### src/rtl/core/fbme_pkg.sv
// Package for the fuzz buffer mutation engine: sizes, command codes,
// sequencer states and the interesting-value tables. No dependencies.
package fbme_pkg;

    localparam int BUF_BYTES   = 4096;
    localparam int ADDR_W      = $clog2(BUF_BYTES);
    localparam int LEN_W       = ADDR_W + 1;
    localparam int MAX_BLK     = 16;
    localparam int ARITH_LIMIT = 35;

    typedef enum logic [3:0] {
        CMD_APPEND = 4'd0,
        CMD_READ   = 4'd1,
        CMD_CLEAR  = 4'd2,
        CMD_FLIP   = 4'd3,
        CMD_ARITH  = 4'd4,
        CMD_INTR   = 4'd5,
        CMD_DELETE = 4'd6,
        CMD_DUP    = 4'd7,
        CMD_STATUS = 4'd8
    } t_cmd;

    typedef enum logic [1:0] {
        ST_DONE = 2'd0,
        ST_RANGE = 2'd1,
        ST_FULL = 2'd2
    } t_status;

    typedef enum logic [3:0] {
        S_IDLE,
        S_CHECK,
        S_RD_ISSUE,
        S_RD_WAIT,
        S_RD_TAKE,
        S_MODIFY,
        S_WR_BACK,
        S_CP_ISSUE,
        S_CP_WAIT,
        S_CP_WRITE,
        S_BLK_WRITE,
        S_OUT
    } t_state;

    // Copy phases of a block move.
    typedef enum logic [1:0] {
        PH_SAVE,
        PH_SHIFT,
        PH_PLACE
    } t_phase;

    // RAM request from the sequencer.
    typedef struct packed {
        logic              we;
        logic [ADDR_W-1:0] waddr;
        logic [7:0]        wdata;
        logic [ADDR_W-1:0] raddr;
    } t_mem_req;

    function automatic logic [7:0] tab8(input logic [4:0] i);
        case (i)
            5'd0: tab8 = 8'h80;  5'd1: tab8 = 8'hFF;  5'd2: tab8 = 8'h00;
            5'd3: tab8 = 8'h01;  5'd4: tab8 = 8'h10;  5'd5: tab8 = 8'h20;
            5'd6: tab8 = 8'h40;  5'd7: tab8 = 8'h64;  5'd8: tab8 = 8'h7F;
            default: tab8 = 8'h00;
        endcase
    endfunction

    function automatic logic [15:0] tab16(input logic [4:0] i);
        case (i)
            5'd0: tab16 = 16'h8000;   5'd1: tab16 = 16'hFF80;
            5'd2: tab16 = 16'hFFFF;   5'd3: tab16 = 16'h0000;
            5'd4: tab16 = 16'h0001;   5'd5: tab16 = 16'h0010;
            5'd6: tab16 = 16'h0020;   5'd7: tab16 = 16'h0064;
            5'd8: tab16 = 16'h0080;   5'd9: tab16 = 16'h00FF;
            5'd10: tab16 = 16'h0100;  5'd11: tab16 = 16'h0200;
            5'd12: tab16 = 16'h03E8;  5'd13: tab16 = 16'h0400;
            5'd14: tab16 = 16'h1000;  5'd15: tab16 = 16'h7FFF;
            default: tab16 = 16'h0000;
        endcase
    endfunction

    function automatic logic [31:0] tab32(input logic [4:0] i);
        case (i)
            5'd0: tab32 = 32'h80000000;   5'd1: tab32 = 32'hFA0000FA;
            5'd2: tab32 = 32'hFFFF8000;   5'd3: tab32 = 32'hFFFFFF80;
            5'd4: tab32 = 32'hFFFFFFFF;   5'd5: tab32 = 32'h00000000;
            5'd6: tab32 = 32'h00000001;   5'd7: tab32 = 32'h00000010;
            5'd8: tab32 = 32'h00000020;   5'd9: tab32 = 32'h00000064;
            5'd10: tab32 = 32'h00000080;  5'd11: tab32 = 32'h000000FF;
            5'd12: tab32 = 32'h00000100;  5'd13: tab32 = 32'h00000200;
            5'd14: tab32 = 32'h000003E8;  5'd15: tab32 = 32'h00000400;
            5'd16: tab32 = 32'h00001000;  5'd17: tab32 = 32'h00007FFF;
            5'd18: tab32 = 32'h0000FFFF;  5'd19: tab32 = 32'h05FFFF06;
            5'd20: tab32 = 32'h7FFFFFFF;
            default: tab32 = 32'h00000000;
        endcase
    endfunction

endpackage

### src/rtl/core/fbme_word_unit.sv
// Word edit unit: bit flip, add/subtract with byte swaps, interesting-value
// write on a gathered little-endian word. Uses fbme_pkg.
module fbme_word_unit (
    input  logic [3:0]  i_cmd,
    input  logic [1:0]  i_size_select,
    input  logic [2:0]  i_bit_offset,
    input  logic [5:0]  i_amount,
    input  logic        i_subtract,
    input  logic        i_swap_before,
    input  logic        i_swap_after,
    input  logic [4:0]  i_table_index,
    input  logic [31:0] i_word,
    output logic [31:0] o_word
);
    import fbme_pkg::*;

    logic [31:0] w_sw;
    logic [31:0] w_sum;
    logic [31:0] w_msk;
    logic [31:0] w_tab;
    logic [31:0] w_flip;
    logic [7:0]  w_flip_bits;

    function automatic logic [31:0] swap(input logic [31:0] v, input logic [1:0] sel);
        case (sel)
            2'd1: swap = {16'h0, v[7:0], v[15:8]};
            2'd2: swap = {v[7:0], v[15:8], v[23:16], v[31:24]};
            default: swap = v;
        endcase
    endfunction

    always_comb begin
        // Bit flip: bits MSB-first from the offset, spanning at most two bytes
        case (i_size_select)
            2'd0: w_flip_bits = 8'h80;
            2'd1: w_flip_bits = 8'hC0;
            default: w_flip_bits = 8'hF0;
        endcase
        w_flip = i_word ^ {16'h0,
                           8'(({w_flip_bits, 8'h00} >> i_bit_offset)),
                           8'(({w_flip_bits, 8'h00} >> i_bit_offset) >> 8)};
        // Arithmetic
        case (i_size_select)
            2'd0: w_msk = 32'h000000FF;
            2'd1: w_msk = 32'h0000FFFF;
            default: w_msk = 32'hFFFFFFFF;
        endcase
        w_sw  = i_swap_before ? swap(i_word, i_size_select) : i_word;
        w_sum = (i_subtract ? w_sw - 32'(i_amount) : w_sw + 32'(i_amount)) & w_msk;
        // Table value
        case (i_size_select)
            2'd0: w_tab = {24'h0, tab8(i_table_index)};
            2'd1: w_tab = {16'h0, tab16(i_table_index)};
            default: w_tab = tab32(i_table_index);
        endcase
        case (i_cmd)
            CMD_FLIP:  o_word = w_flip;
            CMD_ARITH: o_word = i_swap_after ? swap(w_sum, i_size_select) : w_sum;
            default:   o_word = i_swap_before ? swap(w_tab, i_size_select) : w_tab;
        endcase
    end
endmodule

### src/rtl/core/fbme_seq.sv
// Sequencer: range checks, byte gather/scatter for word edits, and the
// block move, one byte at a time. Uses fbme_pkg, fbme_word_unit.
module fbme_seq (
    input  logic                       i_clk,
    input  logic                       i_rst_n,
    input  logic                       i_valid,
    output logic                       o_stall,
    input  logic [3:0]                 i_cmd,
    input  logic [14:0]                i_position,
    input  logic [1:0]                 i_size_select,
    input  logic [5:0]                 i_amount,
    input  logic                       i_subtract,
    input  logic                       i_swap_before,
    input  logic                       i_swap_after,
    input  logic [4:0]                 i_table_index,
    input  logic [7:0]                 i_data_byte,
    input  logic [4:0]                 i_block_length,
    input  logic [12:0]                i_dest_position,
    output fbme_pkg::t_mem_req         o_mem,
    input  logic [7:0]                 i_rdata,
    output logic                       o_valid,
    input  logic                       i_stall,
    output logic [7:0]                 o_read_data,
    output logic [12:0]                o_buffer_length,
    output logic [1:0]                 o_status
);
    import fbme_pkg::*;

    t_state r_state, n_state;
    t_phase r_phase, n_phase;
    logic [3:0]  r_cmd;
    logic [14:0] r_pos;
    logic [1:0]  r_sel;
    logic [5:0]  r_amount;
    logic        r_sub, r_swb, r_swa;
    logic [4:0]  r_tix;
    logic [7:0]  r_data;
    logic [4:0]  r_blen;
    logic [12:0] r_dest;
    logic [LEN_W-1:0] r_len, n_len;
    logic [31:0] r_word, n_word;
    logic [2:0]  r_cnt, n_cnt;
    logic [LEN_W-1:0] r_ptr, n_ptr;
    logic [LEN_W-1:0] r_left, n_left;
    logic [7:0]  r_tmp [MAX_BLK];
    logic [7:0]  r_rd, n_rd;
    logic [1:0]  r_st, n_st;
    logic        w_tmp_we;
    logic [3:0]  w_tmp_idx;
    logic [31:0] w_new;
    logic [2:0]  w_nbytes;
    logic [3:0]  w_n;
    logic [ADDR_W-1:0] w_base;
    logic [ADDR_W-1:0] w_rd_addr;
    logic [ADDR_W-1:0] w_cp_addr;
    logic [LEN_W+2:0]  w_bits;
    logic [15:0] w_pend;

    fbme_word_unit u_word (
        .i_cmd(r_cmd), .i_size_select(r_sel), .i_bit_offset(r_pos[2:0]),
        .i_amount(r_amount), .i_subtract(r_sub), .i_swap_before(r_swb),
        .i_swap_after(r_swa), .i_table_index(r_tix), .i_word(r_word), .o_word(w_new)
    );

    always_comb begin
        case (r_sel)
            2'd0: w_n = 4'd1;
            2'd1: w_n = 4'd2;
            default: w_n = 4'd4;
        endcase
        // A flip touches one byte, or two when it crosses a byte edge
        w_nbytes = (r_cmd == CMD_FLIP) ?
            ((4'(r_pos[2:0]) + w_n > 4'd8) ? 3'd2 : 3'd1) : w_n[2:0];
        w_base = (r_cmd == CMD_FLIP) ? ADDR_W'(r_pos >> 3) : ADDR_W'(r_pos);
        w_bits = {r_len, 3'b000};
        w_pend = 16'(r_pos) + 16'(r_blen);
        // Read addresses, held through the RAM wait cycle
        w_rd_addr = (r_cmd == CMD_READ) ? ADDR_W'(r_pos) : w_base + ADDR_W'(r_cnt);
        if (r_phase == PH_SAVE) begin
            w_cp_addr = ADDR_W'(r_pos) + ADDR_W'(r_ptr);
        end else if (r_cmd == CMD_DELETE) begin
            w_cp_addr = ADDR_W'(r_ptr) + ADDR_W'(r_blen);
        end else begin
            w_cp_addr = ADDR_W'(r_ptr);
        end
    end

    // Registers
    always_ff @(posedge i_clk) begin
        if (!i_rst_n) begin
            r_state <= S_IDLE;
            r_len   <= '0;
        end else begin
            r_state <= n_state;
            r_len   <= n_len;
        end
        r_phase <= n_phase;
        r_word  <= n_word;
        r_cnt   <= n_cnt;
        r_ptr   <= n_ptr;
        r_left  <= n_left;
        r_rd    <= n_rd;
        r_st    <= n_st;
        if (w_tmp_we) begin
            r_tmp[w_tmp_idx] <= i_rdata;
        end
        if (i_valid && r_state == S_IDLE) begin
            r_cmd <= i_cmd; r_pos <= i_position; r_sel <= i_size_select;
            r_amount <= i_amount; r_sub <= i_subtract; r_swb <= i_swap_before;
            r_swa <= i_swap_after; r_tix <= i_table_index; r_data <= i_data_byte;
            r_blen <= i_block_length; r_dest <= i_dest_position;
        end
    end

    // Next state and outputs
    always_comb begin
        n_state = r_state; n_phase = r_phase; n_len = r_len; n_word = r_word;
        n_cnt = r_cnt; n_ptr = r_ptr; n_left = r_left; n_rd = r_rd; n_st = r_st;
        o_mem = '0;
        w_tmp_we = 1'b0;
        w_tmp_idx = 4'(r_ptr);
        case (r_state)
            S_IDLE: begin
                if (i_valid) begin
                    n_state = S_CHECK;
                end
            end
            S_CHECK: begin
                n_rd = '0; n_st = ST_DONE; n_state = S_OUT; n_cnt = '0; n_word = '0;
                case (r_cmd)
                    CMD_APPEND: begin
                        if (r_len >= LEN_W'(BUF_BYTES)) begin
                            n_st = ST_FULL;
                        end else begin
                            o_mem.we = 1'b1; o_mem.waddr = ADDR_W'(r_len);
                            o_mem.wdata = r_data; n_len = r_len + 1'b1;
                        end
                    end
                    CMD_READ: begin
                        if (16'(r_pos) >= 16'(r_len)) begin
                            n_st = ST_RANGE;
                        end else begin
                            n_cnt = 3'd7; n_state = S_RD_ISSUE;
                        end
                    end
                    CMD_CLEAR: n_len = '0;
                    CMD_FLIP, CMD_ARITH, CMD_INTR: begin
                        if (r_sel == 2'd3
                            || (r_cmd == CMD_FLIP && 20'(r_pos) + 20'(w_n) > 20'(w_bits))
                            || (r_cmd != CMD_FLIP && 16'(r_pos) + 16'(w_n) > 16'(r_len))
                            || (r_cmd == CMD_ARITH && (r_amount < 6'd1
                                || r_amount > 6'(ARITH_LIMIT)))
                            || (r_cmd == CMD_INTR && ((r_sel == 2'd0 && r_tix >= 5'd9)
                                || (r_sel == 2'd1 && r_tix >= 5'd16)
                                || (r_sel == 2'd2 && r_tix >= 5'd21)))) begin
                            n_st = ST_RANGE;
                        end else begin
                            n_state = S_RD_ISSUE;
                        end
                    end
                    CMD_DELETE, CMD_DUP: begin
                        if (r_blen < 5'd1 || r_blen > 5'(MAX_BLK) || r_len < LEN_W'(2)
                            || 16'(r_blen) > 16'(r_len) - 16'd1
                            || w_pend > 16'(r_len)) begin
                            n_st = ST_RANGE;
                        end else if (r_cmd == CMD_DELETE) begin
                            // Pull bytes down from pos+blen to the end
                            n_phase = PH_SHIFT; n_ptr = LEN_W'(r_pos);
                            n_left = r_len - LEN_W'(w_pend);
                            n_state = S_CP_ISSUE;
                        end else if (r_dest > 13'(r_len)) begin
                            n_st = ST_RANGE;
                        end else if (16'(r_len) + 16'(r_blen) > 16'(BUF_BYTES)) begin
                            n_st = ST_FULL;
                        end else begin
                            n_phase = PH_SAVE; n_ptr = '0;
                            n_left = LEN_W'(r_blen); n_state = S_CP_ISSUE;
                        end
                    end
                    CMD_STATUS: n_st = ST_DONE;
                    default: n_st = ST_RANGE;
                endcase
            end
            // Gather word bytes, or fetch the read byte, one read per pass
            S_RD_ISSUE: begin
                o_mem.raddr = w_rd_addr;
                n_state = S_RD_WAIT;
            end
            S_RD_WAIT: begin
                o_mem.raddr = w_rd_addr;
                n_state = S_RD_TAKE;
            end
            S_RD_TAKE: begin
                if (r_cmd == CMD_READ) begin
                    n_rd = i_rdata; n_state = S_OUT;
                end else begin
                    n_word = r_word | (32'(i_rdata) << {r_cnt[1:0], 3'b000});
                    if (r_cnt + 3'd1 == w_nbytes) begin
                        n_cnt = '0; n_state = S_MODIFY;
                    end else begin
                        n_cnt = r_cnt + 3'd1; n_state = S_RD_ISSUE;
                    end
                end
            end
            S_MODIFY: begin
                n_word = w_new; n_state = S_WR_BACK;
            end
            // Scatter bytes back
            S_WR_BACK: begin
                o_mem.we = 1'b1; o_mem.waddr = w_base + ADDR_W'(r_cnt);
                o_mem.wdata = 8'(r_word >> {r_cnt[1:0], 3'b000});
                if (r_cnt + 3'd1 == w_nbytes) begin
                    n_state = S_OUT;
                end else begin
                    n_cnt = r_cnt + 3'd1;
                end
            end
            // Block move: one byte per read/write pass
            S_CP_ISSUE: begin
                if (r_left == '0) begin
                    case (r_phase)
                        PH_SAVE: begin
                            // Shift tail up, walking downward from the end
                            n_phase = PH_SHIFT; n_left = r_len - LEN_W'(r_dest);
                            n_ptr = r_len - 1'b1;
                        end
                        PH_SHIFT: begin
                            if (r_cmd == CMD_DELETE) begin
                                n_len = r_len - LEN_W'(r_blen); n_state = S_OUT;
                            end else begin
                                n_phase = PH_PLACE; n_ptr = '0;
                                n_left = LEN_W'(r_blen); n_state = S_BLK_WRITE;
                            end
                        end
                        default: begin
                            n_len = r_len + LEN_W'(r_blen); n_state = S_OUT;
                        end
                    endcase
                end else begin
                    o_mem.raddr = w_cp_addr;
                    n_state = S_CP_WAIT;
                end
            end
            S_CP_WAIT: begin
                o_mem.raddr = w_cp_addr;
                n_state = S_CP_WRITE;
            end
            S_CP_WRITE: begin
                n_left = r_left - 1'b1; n_state = S_CP_ISSUE;
                if (r_phase == PH_SAVE) begin
                    w_tmp_we = 1'b1; n_ptr = r_ptr + 1'b1;
                end else if (r_cmd == CMD_DELETE) begin
                    o_mem.we = 1'b1; o_mem.waddr = ADDR_W'(r_ptr);
                    o_mem.wdata = i_rdata; n_ptr = r_ptr + 1'b1;
                end else begin
                    o_mem.we = 1'b1; o_mem.waddr = ADDR_W'(r_ptr) + ADDR_W'(r_blen);
                    o_mem.wdata = i_rdata; n_ptr = r_ptr - 1'b1;
                end
            end
            S_BLK_WRITE: begin
                if (r_left == '0) begin
                    n_len = r_len + LEN_W'(r_blen); n_state = S_OUT;
                end else begin
                    o_mem.we = 1'b1; o_mem.waddr = ADDR_W'(r_dest) + ADDR_W'(r_ptr);
                    o_mem.wdata = r_tmp[4'(r_ptr)];
                    n_ptr = r_ptr + 1'b1; n_left = r_left - 1'b1;
                end
            end
            S_OUT: begin
                if (!i_stall) begin
                    n_state = S_IDLE;
                end
            end
            default: n_state = S_IDLE;
        endcase
    end

    assign o_stall = (r_state != S_IDLE);
    assign o_valid = (r_state == S_OUT);
    assign o_read_data = r_rd;
    assign o_buffer_length = r_len;
    assign o_status = r_st;

    // Length never exceeds the buffer
    a_len_max: assert property (@(posedge i_clk) disable iff (!i_rst_n)
        r_len <= LEN_W'(BUF_BYTES)) else $error("length overflow");
    // A result is only ever offered after a check
    a_out_from: assert property (@(posedge i_clk) disable iff (!i_rst_n)
        $rose(o_valid) |-> $past(r_state) != S_IDLE) else $error("bad result path");
    // Length holds while waiting for the consumer
    a_len_hold: assert property (@(posedge i_clk) disable iff (!i_rst_n)
        (o_valid && i_stall) |=> $stable(r_len)) else $error("length moved");
    // Skipped items leave the length unchanged
    a_skip: assert property (@(posedge i_clk) disable iff (!i_rst_n)
        (r_state == S_CHECK && n_st != ST_DONE) |=> $stable(r_len))
        else $error("skip changed length");
endmodule

### config.mk
export PLATFORM = sky130hd
export DESIGN_NAME = fbme_seq
export DESIGN_NICKNAME = d
export VERILOG_FILES = /design/src/rtl/core/fbme_pkg.sv /design/src/rtl/core/fbme_word_unit.sv /design/src/rtl/core/fbme_seq.sv
export SDC_FILE = /design/constraint.sdc
export NUM_CORES = 1
export LEC_CHECK = 0
export ABC_AREA = 1
export BUFFER_PORTS_ARGS = -buffer_cell sky130_fd_sc_hd__buf_2
export CAP_MARGIN = 15
export CELL_PAD_IN_SITES_DETAIL_PLACEMENT = 0
export CELL_PAD_IN_SITES_GLOBAL_PLACEMENT = 2
export CORE_UTILIZATION = 30
export CTS_CLUSTER_DIAMETER = 40
export CTS_CLUSTER_SIZE = 14
export DETAILED_ROUTE_END_ITERATION = 10
export HOLD_SLACK_MARGIN = 0.08
export PLACE_DENSITY = 0.81
export SYNTH_ARGS = -nofsm -noshare
export SYNTH_HDL_FRONTEND = slang
export SYNTH_HIERARCHICAL = 1
export SYNTH_SLANG_ARGS = --single-unit
### constraint.sdc
create_clock -name i_clk -period 4.6 [get_ports i_clk]
set_input_delay 1.38 -clock i_clk [delete_from_list [all_inputs] [get_ports i_clk]]
set_output_delay 1.38 -clock i_clk [all_outputs]
set_load 0.005 [all_outputs]
==> results of run 1 <==
-- cell usage in the layout (no fill, tap or decap), types with 13 or more instances in the layout --
cell / Yosys / routed
inv_1: 453 / 450
buf_2: 31 / 130
o2111ai_1: 21 / 15
mux2i_1: 32 / 32
o221ai_1: 30 / 29
o21bai_1: 15 / 15
nand4_1: 57 / 57
edfxtp_1: 261 / 261
o22ai_1: 34 / 34
xnor2_1: 21 / 19
o21ai_1: 43 / 39
nand2_2: 9 / 14
a22oi_1: 28 / 28
inv_2: 50 / 51
o211ai_1: 30 / 30
nor3_1: 38 / 37
nand3_1: 188 / 187
nor2_2: 20 / 30
clkbuf_16: 0 / 62
o21ai_0: 245 / 238
a22o_1: 25 / 25
buf_4: 7 / 149
a21oi_1: 278 / 271
dfxtp_1: 21 / 20
xor2_1: 94 / 87
nor2_1: 289 / 276
nand2_1: 773 / 765
bufinv_16: 0 / 13
ha_1: 181 / 178
a31oi_1: 23 / 22
-- power breakdown --
part | leakage [nW] | switching, mW | internal [mW]
combinational | 10.3 | 9.87 | 4.68
clock | 1.09 | 1.60 | 3.24
sequential | 2.58 | 0.759 | 3.46
total | 14.0 | 12.2 | 11.4
-- sequential cells by signal, summed over array words and instances (netlist names), 2 cells and up, named ones only --
name / count
r_pos: 15
r_cnt: 3
r_dest: 13
r_tmp: 128
r_cmd: 4
o_read_data: 8
o_buffer_length: 13
r_phase: 2
r_state: 4
r_left: 13
r_word: 32
r_blen: 5
r_tix: 5
r_amount: 6
r_data: 8
r_sel: 2
o_status: 2
r_ptr: 12
-- layer usage --
| layer | global-route usage | vias to the layer above | wire, um |
|---|---|---|---|
| met1 | 0.3338 | 12170 | 48580 |
| met2 | 0.4114 | 883 | 50820 |
| met5 | 0 | - | 0 |
| met3 | 0.02926 | 173 | 6465 |
| li1 | - | 12470 | - |
| met4 | 0.08422 | 0 | 3815 |
-- what timing repair did --
item	4_1_cts	5_1_grt
cloned	0	1
buffers inserted	39	9
resized for setup	42	49
endpoints found under the setup margin	20	54
pin swaps	22	24
-- worst register-to-register path, cell delays in order, from the launching register on --
cell      delay, ns
edfxtp_1       0.34
buf_4          0.12
ha_1           0.17
inv_1          0.06
fa_1           0.41
o21ai_2        0.19
nand2_2        0.09
a21oi_4        0.21
buf_4          0.14
xor2_1         0.25
inv_1          0.08
ha_2           0.33
nand2_1        0.14
o21ai_0        0.11
nand2_1        0.07
nand3_1        0.07
nand2_1        0.06
inv_1          0.03
o21ai_0        0.14
nand2_1        0.17
nor3_4         0.25
nand2_2        0.09
nand2_2        0.09
o211ai_4       0.12
inv_4          0.14
buf_12         0.17
-- logic make-up (layout without fill, tap and decap cells) --
kind of cell,Yosys count,after routing,share of synthesized area
mux,32,32,0.01249
flops,282,282,0.3219
compound gates,826,826,0.1913
fa+ha+maj,192,192,0.09686
simple gates,1436,1436,0.2413
buf+inv,632,919,0.09686
xor+xnor,115,115,0.03926
-- per-stage QoR --
step	setup slack (ns)	instance area, um2	hold slack [ns]	std cells
floorplan	0.1381	25650	0.5485	3515
finish	-0.2093	31230	0.5876	4936
global placement	0.1787	28120	0.5797	4772
detailed placement	0.1425	28120	0.5810	4772
global route	-0.3663	31230	0.6559	4936
CTS	-0.2868	30880	0.5897	4925
-- path summary, 6_finish.rpt --
path                              to  slack, ns               startpoint  cells past startpoint
max                        o_mem[29]      -0.21       r_cmd[3]$_DFFE_PP_                     17
min          r_state[3]$_SDFFE_PN0P_       0.59  r_state[3]$_SDFFE_PN0P_                      3
max reg2reg       r_ptr[7]$_DFFE_PP_       0.22      r_blen[0]$_DFFE_PP_                     25
min reg2reg  r_state[3]$_SDFFE_PN0P_       0.59  r_state[3]$_SDFFE_PN0P_                      3
-- area by class of cell --
cell class	instances	area [um2]
inverters	513	1933
well taps	1134	1419
repair buffers	292	2002
clock inverters	46	696.9
fillers	9014	52850
flip-flops and latches	282	8262
clock buffers	68	1593
multi-input cells	2601	15330
==> flow_summary.ini, run 1 <==
[worst_setup_path]
crit_type = flop to output pin
cp_max_fo = 4
cp.arrival_ns = 3.43
end_kind = output pin
cp-start-kind = flop
critPathTopFamily = simple AND/OR/NAND/NOR gates
required_ns = 3.22
crit_slowest_cell = o31ai_1
cpPeakStageDelay_ns = 0.42
crit_buf_inv = 5
cp_cell_sequence = inv_2 > nand2_4 > inv_4 > nand3_4 > buf_12 > nand2_4 > o21ai_2 > ha_1 > inv_2 > nor2_2 > nor2_2 > nor3b_2 > nand2_1 > o31ai_1 > nand3_2 > o211ai_1 > buf_2

[grt]
grt_pass1_wl_mm = 160.9
grt_pass1_vias = 24640
grtUsageTotal = 0.2486
grt_start_max_net_pins = 62
antenna_found_initial = 1
grt-ovfl-total = 0

[synthesis]
synth_ff_type = edfxtp_1
yosys_warnings = 6
syn_inst = 3515
synth_top_area_frac = 0.3055
synth.largest_area_cell = edfxtp_1
synth_edf_count = 261
syn_area_per_cell_um2 = 7.298
synth.ff_latch_count = 282
yosys.cell_types.count = 71
seq_area_frac_synth = 0.3219
syn_nets = 3780
yosysMostFrequentCell = nand2_1
yosys-top-cells-area = edfxtp_1 31%, nand2_1 11%, ha_1 8.8%
async_reset_ff_frac = 0
synthesis.area_um2 = 25650
yosys-top-cells-count = 773 x nand2_1, 453 x inv_1, 289 x nor2_1

[pwr]
power_mw = 23.61
peakVddDrop_mv = 0.7765
leakagePower_nw = 14.03
p_per_area_nw_per_um2 = 756.0

[cells_and_area]
diodes = 0
final_util = 0.3715
area_growth_pct = 21.75
final_nets = 4016
drive_above_1_share = 0.1610

[drt]
ant_nets = 0
wire_per_inst_um = 22.22
drt-vias-per-instance = 5.206
drtPass1Iterations = 6
num_vias = 25700
drtIter0Drc = 2218
drc = 0
wl_mm = 109.7

[cts]
clkLatencyLatePin_ns = 0.66
ctsRootBufferMaster = clkbuf_16
cts_buffers = 61
clock_sinks = 282
path_clk_slew_ns = 0.05
cts_tree = yes
cts_max_level = 2
ctsHoldBuffers = 0
clk_path_buf_depth = 3

[sta]
slew_headroom = 0.2589
worst_pin_slew_ns = 1.112
setup_viol = 12
fin_crit_sh = 1.045
fin_crit_ns = 4.809
slew_violations = 0
fin_skew_ns = 0.06422
fin_ws_ns = -0.2093
fmax_mhz = 207.9
setup_tns_ns = -1.623
hold_viol = 0
rsz0062_at_grt = true

[placed_design]
dpl.hpwl_mm = 85.78
numPortBuffers = 130
globalplace.congestion = 0.9537

[floorplan]
die_x_um = 294.4
io_pins = 131
start_util = 0.3051
fp-row-count = 106
die_y_um = 294.4
die-area_um2 = 86680
core_area_um2 = 84090

[run]
drv_cap = 0

[worst_hold_path]
hp-class = flop to flop

[status]
violations = setup timing
status = finished, violations left
No activity file was read; power rests on OpenSTA's default activity.
==> run 2, diff against run 1 <==
--- a/config.mk
+++ b/config.mk
@@ -16,6 +16,7 @@
 export DETAILED_ROUTE_END_ITERATION = 10
 export HOLD_SLACK_MARGIN = 0.08
 export PLACE_DENSITY = 0.81
+export RECOVER_POWER = 25
 export SYNTH_ARGS = -nofsm -noshare
 export SYNTH_HDL_FRONTEND = slang
 export SYNTH_HIERARCHICAL = 1
==> run 2 against run 1 <==
  * The run still ends with setup timing left
  * Cell area fell by 0.17%
  * Final cell count did not move
  * Die area did not move
  * Fmax rose by 0.22%
  * Clock power barely moved
  * First-iteration DRC count fell by 5.6%
  * Global-route usage did not move
  * Critical path depth did not move
==> flow_summary.ini, run 2 (synthesis results as in run 1) <==
[status]
status = finished, violations left
violations = setup timing

[run]
drv_cap = 0

[drt]
drtPass1Iterations = 5
wl_mm = 109.7
num_vias = 25800
drt-vias-per-instance = 5.227
wire_per_inst_um = 22.23
drc = 0
drtIter0Drc = 2094
ant_nets = 0

[grt]
grt-ovfl-total = 0
grt_start_max_net_pins = 62
grtUsageTotal = 0.2486
grt_pass1_wl_mm = 160.9
antenna_found_initial = 1
grt_pass1_vias = 24640

[cts]
ctsHoldBuffers = 0
cts_buffers = 61
clock_sinks = 282
cts_max_level = 2
cts_tree = yes
ctsRootBufferMaster = clkbuf_16
clk_path_buf_depth = 3
clkLatencyLatePin_ns = 0.66
path_clk_slew_ns = 0.05

[placed_design]
numPortBuffers = 130
dpl.hpwl_mm = 85.78
globalplace.congestion = 0.9537

[floorplan]
core_area_um2 = 84090
start_util = 0.3051
io_pins = 131
die_x_um = 294.4
die-area_um2 = 86680
die_y_um = 294.4
fp-row-count = 106

[pwr]
leakagePower_nw = 13.95
p_per_area_nw_per_um2 = 757.2
power_mw = 23.61
peakVddDrop_mv = 0.7811

[cells_and_area]
largest_register = r_tmp
reg_top3 = r_tmp (128), r_word (32), r_pos (15)
diodes = 0
final_nets = 4016
fillers = 9027
largest_register_ffs = 128
drive_above_1_share = 0.1539
layout_common_cells = 765 x nand2_1, 450 x inv_1, 277 x nor2_1, 271 x a21oi_1, 261 x edfxtp_1
area_growth_pct = 21.55
final_common_cell = nand2_1

[worst_setup_path]
critPathTopFamily = simple AND/OR/NAND/NOR gates
end_kind = output pin
required_ns = 3.22
cp_max_fo = 4
cp.arrival_ns = 3.42
cp-start-kind = flop
crit_buf_inv = 5
cp_cell_sequence = inv_2 > nand2_4 > inv_4 > nand3_4 > buf_12 > nand2_4 > o21ai_2 > ha_1 > inv_2 > nor2_2 > nor2_2 > nor3b_2 > nand2_1 > o31ai_1 > nand3_2 > o211ai_1 > buf_2
crit_type = flop to output pin
crit_slowest_cell = o31ai_1
cpPeakStageDelay_ns = 0.41

[sta]
worst_pin_slew_ns = 1.137
fin_crit_sh = 1.043
slew_headroom = 0.2421
fin_skew_ns = 0.06224
setup_tns_ns = -2.008
setup_viol = 19
slew_violations = 0
rsz0062_at_grt = true
fin_crit_ns = 4.799
whs_ns = 0.5881
fmax_mhz = 208.4
hold_viol = 0
fin_ws_ns = -0.1989

[worst_hold_path]
hp-class = flop to flop
==> run 2: path summary, 6_finish.rpt <==
| kind | start | endpoint | slack (ns) | depth (start not counted) |
|---|---|---|---|---|
| max | r_cmd[3]$_DFFE_PP_ | o_mem[29] | -0.20 | 17 |
| min | r_state[3]$_SDFFE_PN0P_ | r_state[3]$_SDFFE_PN0P_ | 0.59 | 3 |
| max reg2reg | r_blen[0]$_DFFE_PP_ | r_ptr[7]$_DFFE_PP_ | 0.25 | 25 |
| min reg2reg | r_state[3]$_SDFFE_PN0P_ | r_state[3]$_SDFFE_PN0P_ | 0.59 | 3 |
==> run 2: area by class of cell <==
cell class              instances  area, um2  area share
clock buffers                  68       1593     0.05108
clock inverters                46      696.9     0.02235
inverters                     513       1933     0.06200
multi-input cells            2601      15320      0.4914
flip-flops and latches        282       8262      0.2650
well taps                    1134       1419     0.04550
repair buffers                292       1957     0.06276
==> run 2: worst min-delay path, stage by stage, from the launching register on <==
cell	delay (ns)
dfxtp_1	0.32
inv_2	0.07
or2_1	0.09
a21oi_1	0.05
==> run 2: per-layer routing <==
layer,global-route usage,share of wire
met5,0,0
met4,0.08422,0.035
met3,0.02926,0.059
met2,0.4114,0.46
met1,0.3338,0.44
==> run 2: power breakdown <==
group          internal [mW]  leakage, nW  switching [mW]
Sequential              3.46         2.58           0.761
Combinational           4.67         10.3            9.87
Clock                   3.24         1.09            1.60
Total                   11.4         14.0            12.2
==> run 2: what timing repair did <==
action	CTS	global route
buffers inserted	39	9
resized for setup	42	49
pin swaps	22	24
cloned	0	1
endpoints found under the setup margin	20	54
==> run 2: metrics by stage <==
stage	util	cell area [um2]	instances	worst slack [ns]
detailed placement	0.3344	28120	4772	0.1425
finish	0.3708	31180	4936	-0.1989
global placement	0.3344	28120	4772	0.1787
floorplan	-	25650	3515	0.1381
CTS	0.3672	30880	4925	-0.2868
global route	0.3708	31180	4936	-0.3663
==> run 3, diff against run 2 <==
==> constraint.sdc (replaced) <==
create_clock -name i_clk -period 4.6 [get_ports i_clk]
set_input_delay 0.46 -clock i_clk [delete_from_list [all_inputs] [get_ports i_clk]]
set_output_delay 0.46 -clock i_clk [all_outputs]
set_load 0.005 [all_outputs]
==> run 3 against run 2 <==
  * The flow now finishes without violations
  * Combinational power down 3%
  * Highest routed layer unchanged
  * Clock-buffer cell count decreased by 11
  * Final cell count is 0.65% lower
  * Die area is the same
  * Largest cell class unchanged
  * Sequential cell count stayed put
  * Sequential power decreased by 2%
==> flow_summary.ini, run 3 (synthesis results as in run 1) <==
[cells_and_area]
fillers = 9070
diodes = 0
instances_no_fill = 4904
final_nets = 3988
largest_register_ffs = 128
final_common_cell = nand2_1
largest_register = r_tmp
final_cell_area_um2 = 30500
seq_area_um2 = 8262
layout_common_cells = 772 x nand2_1, 453 x inv_1, 285 x nor2_1, 278 x a21oi_1, 261 x edfxtp_1
area_growth_pct = 18.89
reg_top3 = r_tmp (128), r_word (32), r_pos (15)
drive_above_1_share = 0.1191
multiInputGateArea_um2 = 14970
final_util = 0.3627

[drt]
wire_per_inst_um = 21.60
drt-vias-per-instance = 5.190
met1_length_mm = 46.40
ant_nets = 0
num_vias = 25450
highest_layer = met4
drtPass1Iterations = 5
drc = 0
drtIter0Drc = 2284
wl_mm = 105.9
wl_met2_mm = 49.82
met3_length_mm = 6.281

[grt]
grt_start_max_net_pins = 71
grtUsageTotal = 0.2400
grt_pass1_vias = 24190
grt_pass1_wl_mm = 155.5
grt-ovfl-total = 0
antenna_found_initial = 1

[floorplan]
fp-row-count = 106
die_x_um = 294.4
die_y_um = 294.4
core_area_um2 = 84090
io_pins = 131
die-area_um2 = 86680
start_util = 0.3051

[cts]
cts_max_level = 2
clk_path_buf_depth = 3
clkLatencyLatePin_ns = 0.63
clock_sinks = 282
cts_tree = yes
path_clk_slew_ns = 0.05
ctsRootBufferMaster = clkbuf_16
cts_buffers = 56

[sta]
slew_violations = 0
hold_viol = 0
setup_viol = 0
fmax_mhz = 229.6
fin_crit_ns = 4.356
worst_pin_slew_ns = 1.238
fin_crit_sh = 0.9469
fin_skew_ns = 0.05031
slew_headroom = 0.1747

[worst_hold_path]
holdPathStages = 1
hp-class = input pin to flop
min-delay-start = i_position[1]
min_to = r_pos[1]$_DFFE_PP_

[placed_design]
dp.cells = 4740
numPortBuffers = 130
globalplace.congestion = 0.9584
post_dp_cell_area_um2 = 27850
dpl.hpwl_mm = 82.55

[pwr]
power_mw = 22.52
p_per_area_nw_per_um2 = 738.4
peakVddDrop_mv = 0.6791
leakagePower_nw = 13.60

[worst_setup_path]
cp-start-kind = flop
rr_worst_depth = 27
reg2reg_slack_ns = 0.30
reg2reg_from = r_pos[0]$_DFFE_PP_
crit_type = flop to output pin
r2r-end = r_ptr[0]$_DFFE_PP_
cp.arrival_ns = 3.90
end_kind = output pin
cp_max_fo = 25
required_ns = 4.14

[run]
drv_cap = 0

[status]
status = completed
-- run 3: per-layer routing --
layer  vias to the layer above  track usage
li1                      12440            -
met1                     11970       0.3204
met2                       903       0.4031
met3                       139      0.02443
met4                         0      0.07952
met5                         -            0
-- run 3: power breakdown --
group / total [mW] / switching, mW / internal (mW) / leakage, nW
combinational: 14.0 / 9.64 / 4.35 / 10.0
clock: 4.40 / 1.56 / 2.84 / 0.972
sequential: 4.13 / 0.675 / 3.46 / 2.58
total: 22.5 / 11.9 / 10.6 / 13.6
-- run 3: through the flow --
step / hold WS (ns) / setup slack (ns) / TNS, ns
finish: 0.1843 / 0.2441 / 0
global route: 0.1772 / -0.02988 / -0.1183
CTS: 0.09721 / 0.1079 / 0
detailed placement: 0.5329 / 0.2540 / 0
global placement: 0.5305 / 0.2905 / 0
floorplan: 0.5485 / 0.4038 / 0
-- run 3: what timing repair did --
action	4_1_cts	5_1_grt
gates resized for setup	0	5
setup endpoints to repair	0	27
hold buffers	53	0
buffers inserted	0	5
endpoints found under the hold margin	53	0
-- run 3: layout make-up --
cell class                 instances  share of cell area
clock inverter                    48             0.02154
sequential                       282              0.2709
tap                             1134             0.04652
multi-input combinational       2601              0.4908
timing repair buffer             269             0.06092
clock buffer                      57             0.04607
inverter                         513             0.06330
-- run 3: worst max-delay path, stage by stage, from the launching register on --
cell and delay [ns]:
edfxtp_1 0.48, inv_2 0.10, nand2_2 0.09, inv_2 0.07, nand3_2 0.12, buf_6 0.23
nand2_1 0.06, o21ai_0 0.13, ha_1 0.31, a21oi_1 0.16, nor2_1 0.06, nor2_1 0.19
nor3b_2 0.09, xnor2_1 0.13, inv_1 0.08, nor2_1 0.04, o21ai_0 0.72, buf_2 0.25
-- run 3: worst max-delay path by stage --
stage                                   from                    to  cells past startpoint
after floorplan           r_pos[1]$_DFFE_PP_   r_left[0]$_DFFE_PP_                     25
after global placement    r_pos[0]$_DFFE_PP_  r_left[10]$_DFFE_PP_                     27
after detailed placement  r_pos[0]$_DFFE_PP_   r_left[9]$_DFFE_PP_                     27
after CTS                 r_cmd[0]$_DFFE_PP_              o_mem[8]                     16
after global routing      r_pos[0]$_DFFE_PP_    r_ptr[0]$_DFFE_PP_                     27
final                     r_cmd[3]$_DFFE_PP_              o_mem[5]                     17
